<file path="config.mk">
export PLATFORM = sky130hd
export DESIGN_NAME = scpd_ctrl
export DESIGN_NICKNAME = d
export VERILOG_FILES = /design/src/hw/rtl/scpd_pkg.sv /design/src/hw/rtl/scpd_ctrl.sv
export SDC_FILE = /design/constraint.sdc
export NUM_CORES = 1
export LEC_CHECK = 0
export BUFFER_PORTS_ARGS = -buffer_cell sky130_fd_sc_hd__buf_2
export CAP_MARGIN = 20
export CORE_MARGIN = 10
export CORE_UTILIZATION = 25
export DETAILED_ROUTE_END_ITERATION = 6
export HOLD_SLACK_MARGIN = 0.08
export PLACE_DENSITY = 0.61
export SLEW_MARGIN = 20
export SYNTH_ARGS = -nofsm -noshare
export SYNTH_HDL_FRONTEND = slang
export SYNTH_SLANG_ARGS = --single-unit
</file>
<file path="constraint.sdc">
create_clock -name clk_i -period 2.7 [get_ports clk_i]
set_clock_uncertainty 0.2 [all_clocks]
set_input_delay 0.135 -clock clk_i [delete_from_list [all_inputs] [get_ports clk_i]]
set_output_delay 0.135 -clock clk_i [all_outputs]
set_load 0.02 [all_outputs]
</file>
<file path="src/hw/rtl/scpd_pkg.sv">
// ----------------------------------------------------------------------------
// scpd_pkg
// Shared types and constants of the scaled post column drawer: command codes,
// register indexes, fixed widths and the control/status bundles.
// ----------------------------------------------------------------------------
package scpd_pkg;

  localparam int unsigned SCREEN_WIDTH = 320;

  localparam logic [1:0] CMD_PAL_WRITE = 2'd0;
  localparam logic [1:0] CMD_START     = 2'd1;
  localparam logic [1:0] CMD_BYTE      = 2'd2;

  localparam logic [1:0] REG_VSTEP  = 2'd0;
  localparam logic [1:0] REG_HEIGHT = 2'd1;
  localparam logic [1:0] REG_BASE   = 2'd2;

  localparam logic [7:0]  END_MARK    = 8'hff;
  localparam logic [23:0] MIN_STEP    = 24'd1024;
  localparam logic [10:0] ROW_MAX     = 11'd2047;
  localparam logic [6:0]  MAX_WRITES  = 7'd64;
  localparam logic [23:0] VSTEP_RST   = 24'd65536;
  localparam logic [10:0] HEIGHT_RST  = 11'd200;

  // controller to datapath
  typedef struct packed {
    logic pal_wr;     // store a palette entry
    logic col_start;  // open a new column
    logic load_top;   // take the post top byte
    logic load_len;   // take the post length byte
    logic adv;        // one row step towards the post top
    logic pal_rd;     // fetch the color of a data byte
    logic emit;       // load one pixel write into the output register
    logic next_byte;  // data byte done, bump the data index
  } scpd_cmd_t;

  // datapath to controller
  typedef struct packed {
    logic adv_done;     // position reached the post top
    logic emit_ok;      // current row samples the current data byte
    logic emit_next_ok; // row after this one samples it too
    logic len_zero;     // empty post
    logic data_last;    // current data byte is the last of the post
    logic out_free;     // output register can take a pixel
  } scpd_stat_t;

endpackage

</file>
<file path="src/hw/rtl/scpd_ctrl.sv">
// ----------------------------------------------------------------------------
// scpd_ctrl
// Post parser and sequencer: decodes input items, tracks the post phase and
// steps the datapath through position advance and pixel emission.
// ----------------------------------------------------------------------------
module scpd_ctrl import scpd_pkg::*; (
  input  logic       clk_i,
  input  logic       rst_ni,
  input  logic       in_valid_i,
  output logic       in_stall_o,
  input  logic [1:0] cmd_i,
  input  logic [7:0] byte_value_i,
  input  scpd_stat_t stat_i,
  output scpd_cmd_t  cmd_o
);

  localparam logic [1:0] ST_IDLE = 2'd0;
  localparam logic [1:0] ST_ADV  = 2'd1;
  localparam logic [1:0] ST_EMIT = 2'd2;

  localparam logic [2:0] PH_IDLE = 3'd0;
  localparam logic [2:0] PH_TOP  = 3'd1;
  localparam logic [2:0] PH_LEN  = 3'd2;
  localparam logic [2:0] PH_PAD1 = 3'd3;
  localparam logic [2:0] PH_DATA = 3'd4;
  localparam logic [2:0] PH_PAD2 = 3'd5;

  logic [1:0] state_q, state_d;
  logic [2:0] phase_q, phase_d;
  logic       accept;

  assign in_stall_o = (state_q != ST_IDLE);
  assign accept     = in_valid_i && (state_q == ST_IDLE);

  always_comb begin
    state_d = state_q;
    phase_d = phase_q;
    cmd_o   = '0;
    case (state_q)
      ST_IDLE: begin
        if (accept) begin
          case (cmd_i)
            CMD_PAL_WRITE: cmd_o.pal_wr = 1'b1;
            CMD_START: begin
              cmd_o.col_start = 1'b1;
              phase_d = PH_TOP;
            end
            CMD_BYTE: begin
              case (phase_q)
                PH_TOP: begin
                  if (byte_value_i == END_MARK) begin
                    phase_d = PH_IDLE;
                  end else begin
                    cmd_o.load_top = 1'b1;
                    phase_d = PH_LEN;
                    state_d = ST_ADV;
                  end
                end
                PH_LEN: begin
                  cmd_o.load_len = 1'b1;
                  phase_d = PH_PAD1;
                end
                PH_PAD1: phase_d = stat_i.len_zero ? PH_PAD2 : PH_DATA;
                PH_DATA: begin
                  cmd_o.pal_rd = 1'b1;
                  state_d = ST_EMIT;
                end
                PH_PAD2: phase_d = PH_TOP;
                default: ;
              endcase
            end
            default: ;
          endcase
        end
      end
      ST_ADV: begin
        if (stat_i.adv_done) begin
          state_d = ST_IDLE;
        end else begin
          cmd_o.adv = 1'b1;
        end
      end
      ST_EMIT: begin
        if (!stat_i.emit_ok) begin
          // byte samples no further row
          cmd_o.next_byte = 1'b1;
          state_d = ST_IDLE;
          if (stat_i.data_last) phase_d = PH_PAD2;
        end else if (stat_i.out_free) begin
          cmd_o.emit = 1'b1;
          if (!stat_i.emit_next_ok) begin
            cmd_o.next_byte = 1'b1;
            state_d = ST_IDLE;
            if (stat_i.data_last) phase_d = PH_PAD2;
          end
        end
      end
      default: state_d = ST_IDLE;
    endcase
  end

  always_ff @(posedge clk_i or negedge rst_ni) begin
    if (!rst_ni) begin
      state_q <= ST_IDLE;
      phase_q <= PH_IDLE;
    end else begin
      state_q <= state_d;
      phase_q <= phase_d;
    end
  end

endmodule

</file>
# [Word level (Yosys, flattened, before mapping)]
# Index checks and enable logic that the tools add are counted.
# W data, S select, Z words.
[op_classes] add_sub_neg=0 multipliers=0 div_mod_pow=0 order_cmp=0 n_eq_ne=19 shift=0 n_mux=38 bitwise=0 n_reduce_logical=7
[ops] cell="$mux W2" count=11
[ops] cell="$mux W1" count=15
[ops] cell="$mux W3" count=5
[ops] cell="$pmux W3 S2" count=2
[ops] cell="$pmux W3 S4" count=1
[ops] cell="$ne A3 B3 Y1 const B" count=3
[ops] cell="$eq A8 B8 Y1 const B" count=1
[ops] cell="$mux W4" count=2
[ops] cell="$reduce_and A7 Y1" count=1
[ops] cell="$eq A3 B2 Y1 const B" count=2
[ops] cell="$eq A3 B3 Y1 const B" count=2
[ops] cell="$ne A3 B1 Y1 const B" count=2
[ops] cell="$ne A6 B3 Y1 const B" count=1
[ops] cell="$pmux W2 S3" count=1
[ops] cell="$reduce_and A6 Y1" count=1
[ops] cell="$eq A2 B1 Y1 const B" count=2
[ops] cell="$eq A2 B2 Y1 const B" count=2
[ops] cell="$logic_not A2 Y1" count=2
[ops] cell="$ne A2 B2 Y1 const B" count=2
[ops] cell="$pmux W2 S2" count=1
[ops] cell="$reduce_bool A2 Y1" count=2
[ops] cell="$eq A3 B1 Y1 const B" count=1
[ops] cell="$ne A2 B1 Y1 const B" count=1
[ops] cell="$logic_and A1 B1 Y1" count=1
[totals] regBits=5 latch_bits=0 mem_bits_rw=0 romBits=0 input_bits=19 out_inout_bits=9 wordCells=66 mem_count=0

# [Longest topological paths before layout]
[logic_depth] ltp_word=6 depth_mapped=6 ltp_nobuf=5

# [Worst setup path after synthesis]
# OpenSTA, ideal clock, no wires.
[synth_timing] path_kind="register -> register" startpoint="reg state_q[1]" endpoint="reg state_q[1]" setup_ns=0.078 arrival_time_ns=1.679 required_time_ns=2.422 setup_slack_ns=0.743 path_stages_with_launch=5 path_buffers=0 period_less_slack_ns=1.957 cell_sequence="dfrtp_1 > nor2_1 > nand3_1 > nor4b_1 > o21bai_1"
[synth_via] elab_chain_len=4 elab_cells_between_ends=13 classes_between="9 x eq/ne; 1 x mux; 3 x reduce/logical"
[synth_lines] item="start, declared" line="scpd_ctrl.sv:28" text="logic [1:0] state_q, state_d;"
[synth_lines] item="start signal, assigned" line="scpd_ctrl.sv:107" text="state_q <= state_d;"
[synth_lines] item="$logic_not A2 Y1" line="scpd_ctrl.sv:33, scpd_ctrl.sv:39"
[synth_lines] item="$logic_and A1 B1 Y1" line="scpd_ctrl.sv:33" text="assign accept = in_valid_i && (state_q == ST_IDLE);"
[synth_lines] item="$ne A2 B2 Y1 (no line)"
[synth_lines] item="$reduce_and A7 Y1 (no line)"
# Several ways; a longest one is shown, not always the timed one.
# A chain may end at the register's enable or synchronous reset.

==> impl_metrics.ini <==
[power_and_ir_drop]
net-switching-power_mw = 0.129
pwr-share-clk_pct = 24.2
power.switching_fraction_pct = 37.1
peakVddDrop_uv = 339
power_leakage_nw = 0.342
p_int_mw = 0.219
share_seq_of_total_power_pct = 36.4
power-per-cell-area_nw_per_um2 = 535
p_comb_share_pct = 39.4

[clock_network]
htree_levels = 1
clock_tree.root_cell = sky130_fd_sc_hd__clkbuf_4
cts_hold_buffers = 6
tritoncts = yes
clk_pin_slew_ns = 0.04
cts.sink_count = 5
post_cts.resized_instances = 0
post_cts_setup_buffer_count = 0
max-clock-path-buffers = 2
cts_buffer_count = 3
clock_insertion_delay_worst_skew_ns = 0.24

[critical_path]
critPathKind = register to output port
worstPathArrival_ns = 1.79
worstSetupStartpointType = register
cp.required_ns = 2.37
worst-path-max-fanout = 6
crit_path_end_kind = output port

[logic_synthesis]
synth.mux.area_fraction_pct = 0
post_synth_num_cell_types = 25
synthDominantCellAreaShare_pct = 30.2
synthesis.area_per_instance_um2 = 7.81
post_synth_fa_ha_maj_area_fraction_pct = 0
ys_warn_count = 0
synth_simple_gate_area_share_pct = 40.5
synthTopCellsByArea = sky130_fd_sc_hd__dfrtp_1 30%, sky130_fd_sc_hd__nand2b_1 6.0%, sky130_fd_sc_hd__nand2_1 4.5%, sky130_fd_sc_hd__nand4_1 4.5%, sky130_fd_sc_hd__a21o_2 4.2%
ys_ff_latch = 5
ys_seq_area_share_pct = 30.2
mappedNetlistArea_um2 = 414
synthXorXnorAreaFrac_pct = 0
postSynthNetCount = 72
synth-async-reset-ratio_pct = 100
synth.largest_area_cell = sky130_fd_sc_hd__dfrtp_1
synth_top_family_by_area = simple AND/OR/NAND/NOR gates
synth_common_cells = 5 x sky130_fd_sc_hd__dfrtp_1, 5 x sky130_fd_sc_hd__nand2_1, 4 x sky130_fd_sc_hd__inv_1, 4 x sky130_fd_sc_hd__nand2b_1, 4 x sky130_fd_sc_hd__nor2_1
synth-edff-count = 0
share_of_the_synthesized_area_in_compound_gates_ao_oa_aoi_oai_pct = 24.5
synthesis.instances = 53
synth_ff_type = sky130_fd_sc_hd__dfrtp_1

[placed_design]
buffer_ports.inserted = 27
routabilityCongestion = 0.722
dp_hpwl_um = 1100

[grt]
grt_max_degree = 10
grtUsageTotal_pct = 7.45
overflow = 0
antenna_found_initial = 0
grt_first_pass_wirelength_um = 2120
number_of_global_route_vias_before_repair = 508

[die]
chipWidth_um = 60.7
fp.dieH_um = 60.7
coreArea_um2 = 1540
row_count = 14
start_util_pct = 26.9
overall_die_area_um2 = 3680
io-pin-count = 28

[drt]
post_drt_via_cell_ratio = 4.69
dr.first_iter.drc_count = 12
ant_nets = 0
dr.pass1.iters = 4
vias = 492
post_detailed_route_drc_marker_count = 0
wl_per_cell_um = 12.0
drt_wl_total_um = 1260

[timing]
finalSetupTns_ns = 0
slew-limit-headroom_pct = 75.4
timing.final.crit_period_ns = 2.13
timing.hold.ws_ns = 0.174
finalHoldViolations = 0
setup_repair_after_global_routing_missed_its_margin = no
post-route-period-util_pct = 78.9
tightestPinTransition_ns = 0.364
pins_over_their_slew_limit = 0
clock.fmax_ghz = 0.470
timing.final.setup_violations = 0

[outcome]
status = finished, final reports clean

[cells_and_area]
final_net_count = 109
diodes = 0
share_of_cells_above_drive_strength_1_pct = 38.2
syn_to_final_growth_pct = 57.1

[flow_run]
cap_viol_max_count = 0

[min_path]
min-delay-path-class = input pin to register
==> cells in the final DEF (no fill, tap or decap), types with 3 or more instances in the layout <==
| master | n |
|---|---|
| sky130_fd_sc_hd__a21oi_1 | 3 |
| sky130_fd_sc_hd__dfrtp_1 | 5 |
| sky130_fd_sc_hd__clkbuf_4 | 3 |
| sky130_fd_sc_hd__inv_1 | 4 |
| sky130_fd_sc_hd__buf_2 | 27 |
| sky130_fd_sc_hd__nand2_1 | 5 |
| sky130_fd_sc_hd__nand2b_1 | 4 |
| sky130_fd_sc_hd__nand4_1 | 3 |
| sky130_fd_sc_hd__nor2_1 | 4 |
| sky130_fd_sc_hd__dlygate4sd3_1 | 6 |
| sky130_fd_sc_hd__o21ai_0 | 3 |
==> routing by layer <==
layer / part of all wire, % / track usage, % / up-vias
met1: 43 / 8.14 / 212
met5: 0 / 0 / -
met4: 0.80 / 3.76 / 0
met2: 49 / 12.2 / 11
li1: - / - / 267
met3: 6.8 / 2.92 / 2
==> critical path: stages, from the launching register on <==
cell and delay [ns]:
sky130_fd_sc_hd__dfrtp_1 0.42, sky130_fd_sc_hd__nor2_1 0.18, sky130_fd_sc_hd__nand3_1 0.15, sky130_fd_sc_hd__or4_1 0.55, sky130_fd_sc_hd__inv_1 0.09, sky130_fd_sc_hd__buf_2 0.16
==> kinds of logic (layout without fill, tap and decap cells) <==
group	after synthesis	count (layout)
buffers and inverters	5	41
and+or+nand+nor	29	29
DFF	5	5
AOI/OAI and AO/OA	14	14
==> final timing paths <==
kind                                   startpoint                     end  slack, ns  cells after the start
setup / recovery           state_q[1]$_DFFE_PN0P_                cmd_o[5]       0.57                      5
hold / removal                           cmd_i[0]  phase_q[1]$_DFFE_PN0P_       0.17                      4
setup reg to reg           phase_q[2]$_DFFE_PN0P_  phase_q[0]$_DFFE_PN0P_       0.73                      5
hold reg to reg            phase_q[2]$_DFFE_PN0P_  phase_q[2]$_DFFE_PN0P_       0.42                      1
max in group asynchronous                  rst_ni  state_q[1]$_DFFE_PN0P_       1.50                      3
min in group asynchronous                  rst_ni  phase_q[2]$_DFFE_PN0P_       0.61                      3
==> sequential cells by signal (all words and copies together), names as in the netlist <==
| signal | flops |
|---|---|
| phase_q | 3 |
| state_q | 2 |
==> layout make-up <==
class / instances / area [µm²]
inverter: 4 / 15.0
timing repair buffer: 33 / 195
tap: 16 / 20.0
clock buffer: 4 / 26.3
multi-input combinational: 43 / 269
sequential: 5 / 125
fill: 156 / 891
==> power by group through the flow <==
stage               Sequential [mW]  Combinational (mW)  Clock, mW
floorplan                     0.112               0.108          0
global placement              0.128               0.132          0
detailed placement            0.128               0.131          0
CTS                           0.127               0.139     0.0893
global route                  0.134               0.155     0.0944
finish                        0.127               0.137     0.0842
==> through the flow <==
step | total power [mW] | instance area (µm²) | utilization [%] | instances | worst slack [ns]
after floorplan | 0.220 | 414 | - | 53 | 0.743
after global placement | 0.260 | 564 | 36.6 | 95 | 0.726
after detailed placement | 0.259 | 564 | 36.6 | 95 | 0.733
after CTS | 0.355 | 651 | 42.2 | 105 | 0.562
after global routing | 0.383 | 651 | 42.2 | 105 | 0.436
final | 0.348 | 651 | 42.2 | 105 | 0.571
Note: power is estimated with default switching activity, not from simulation.
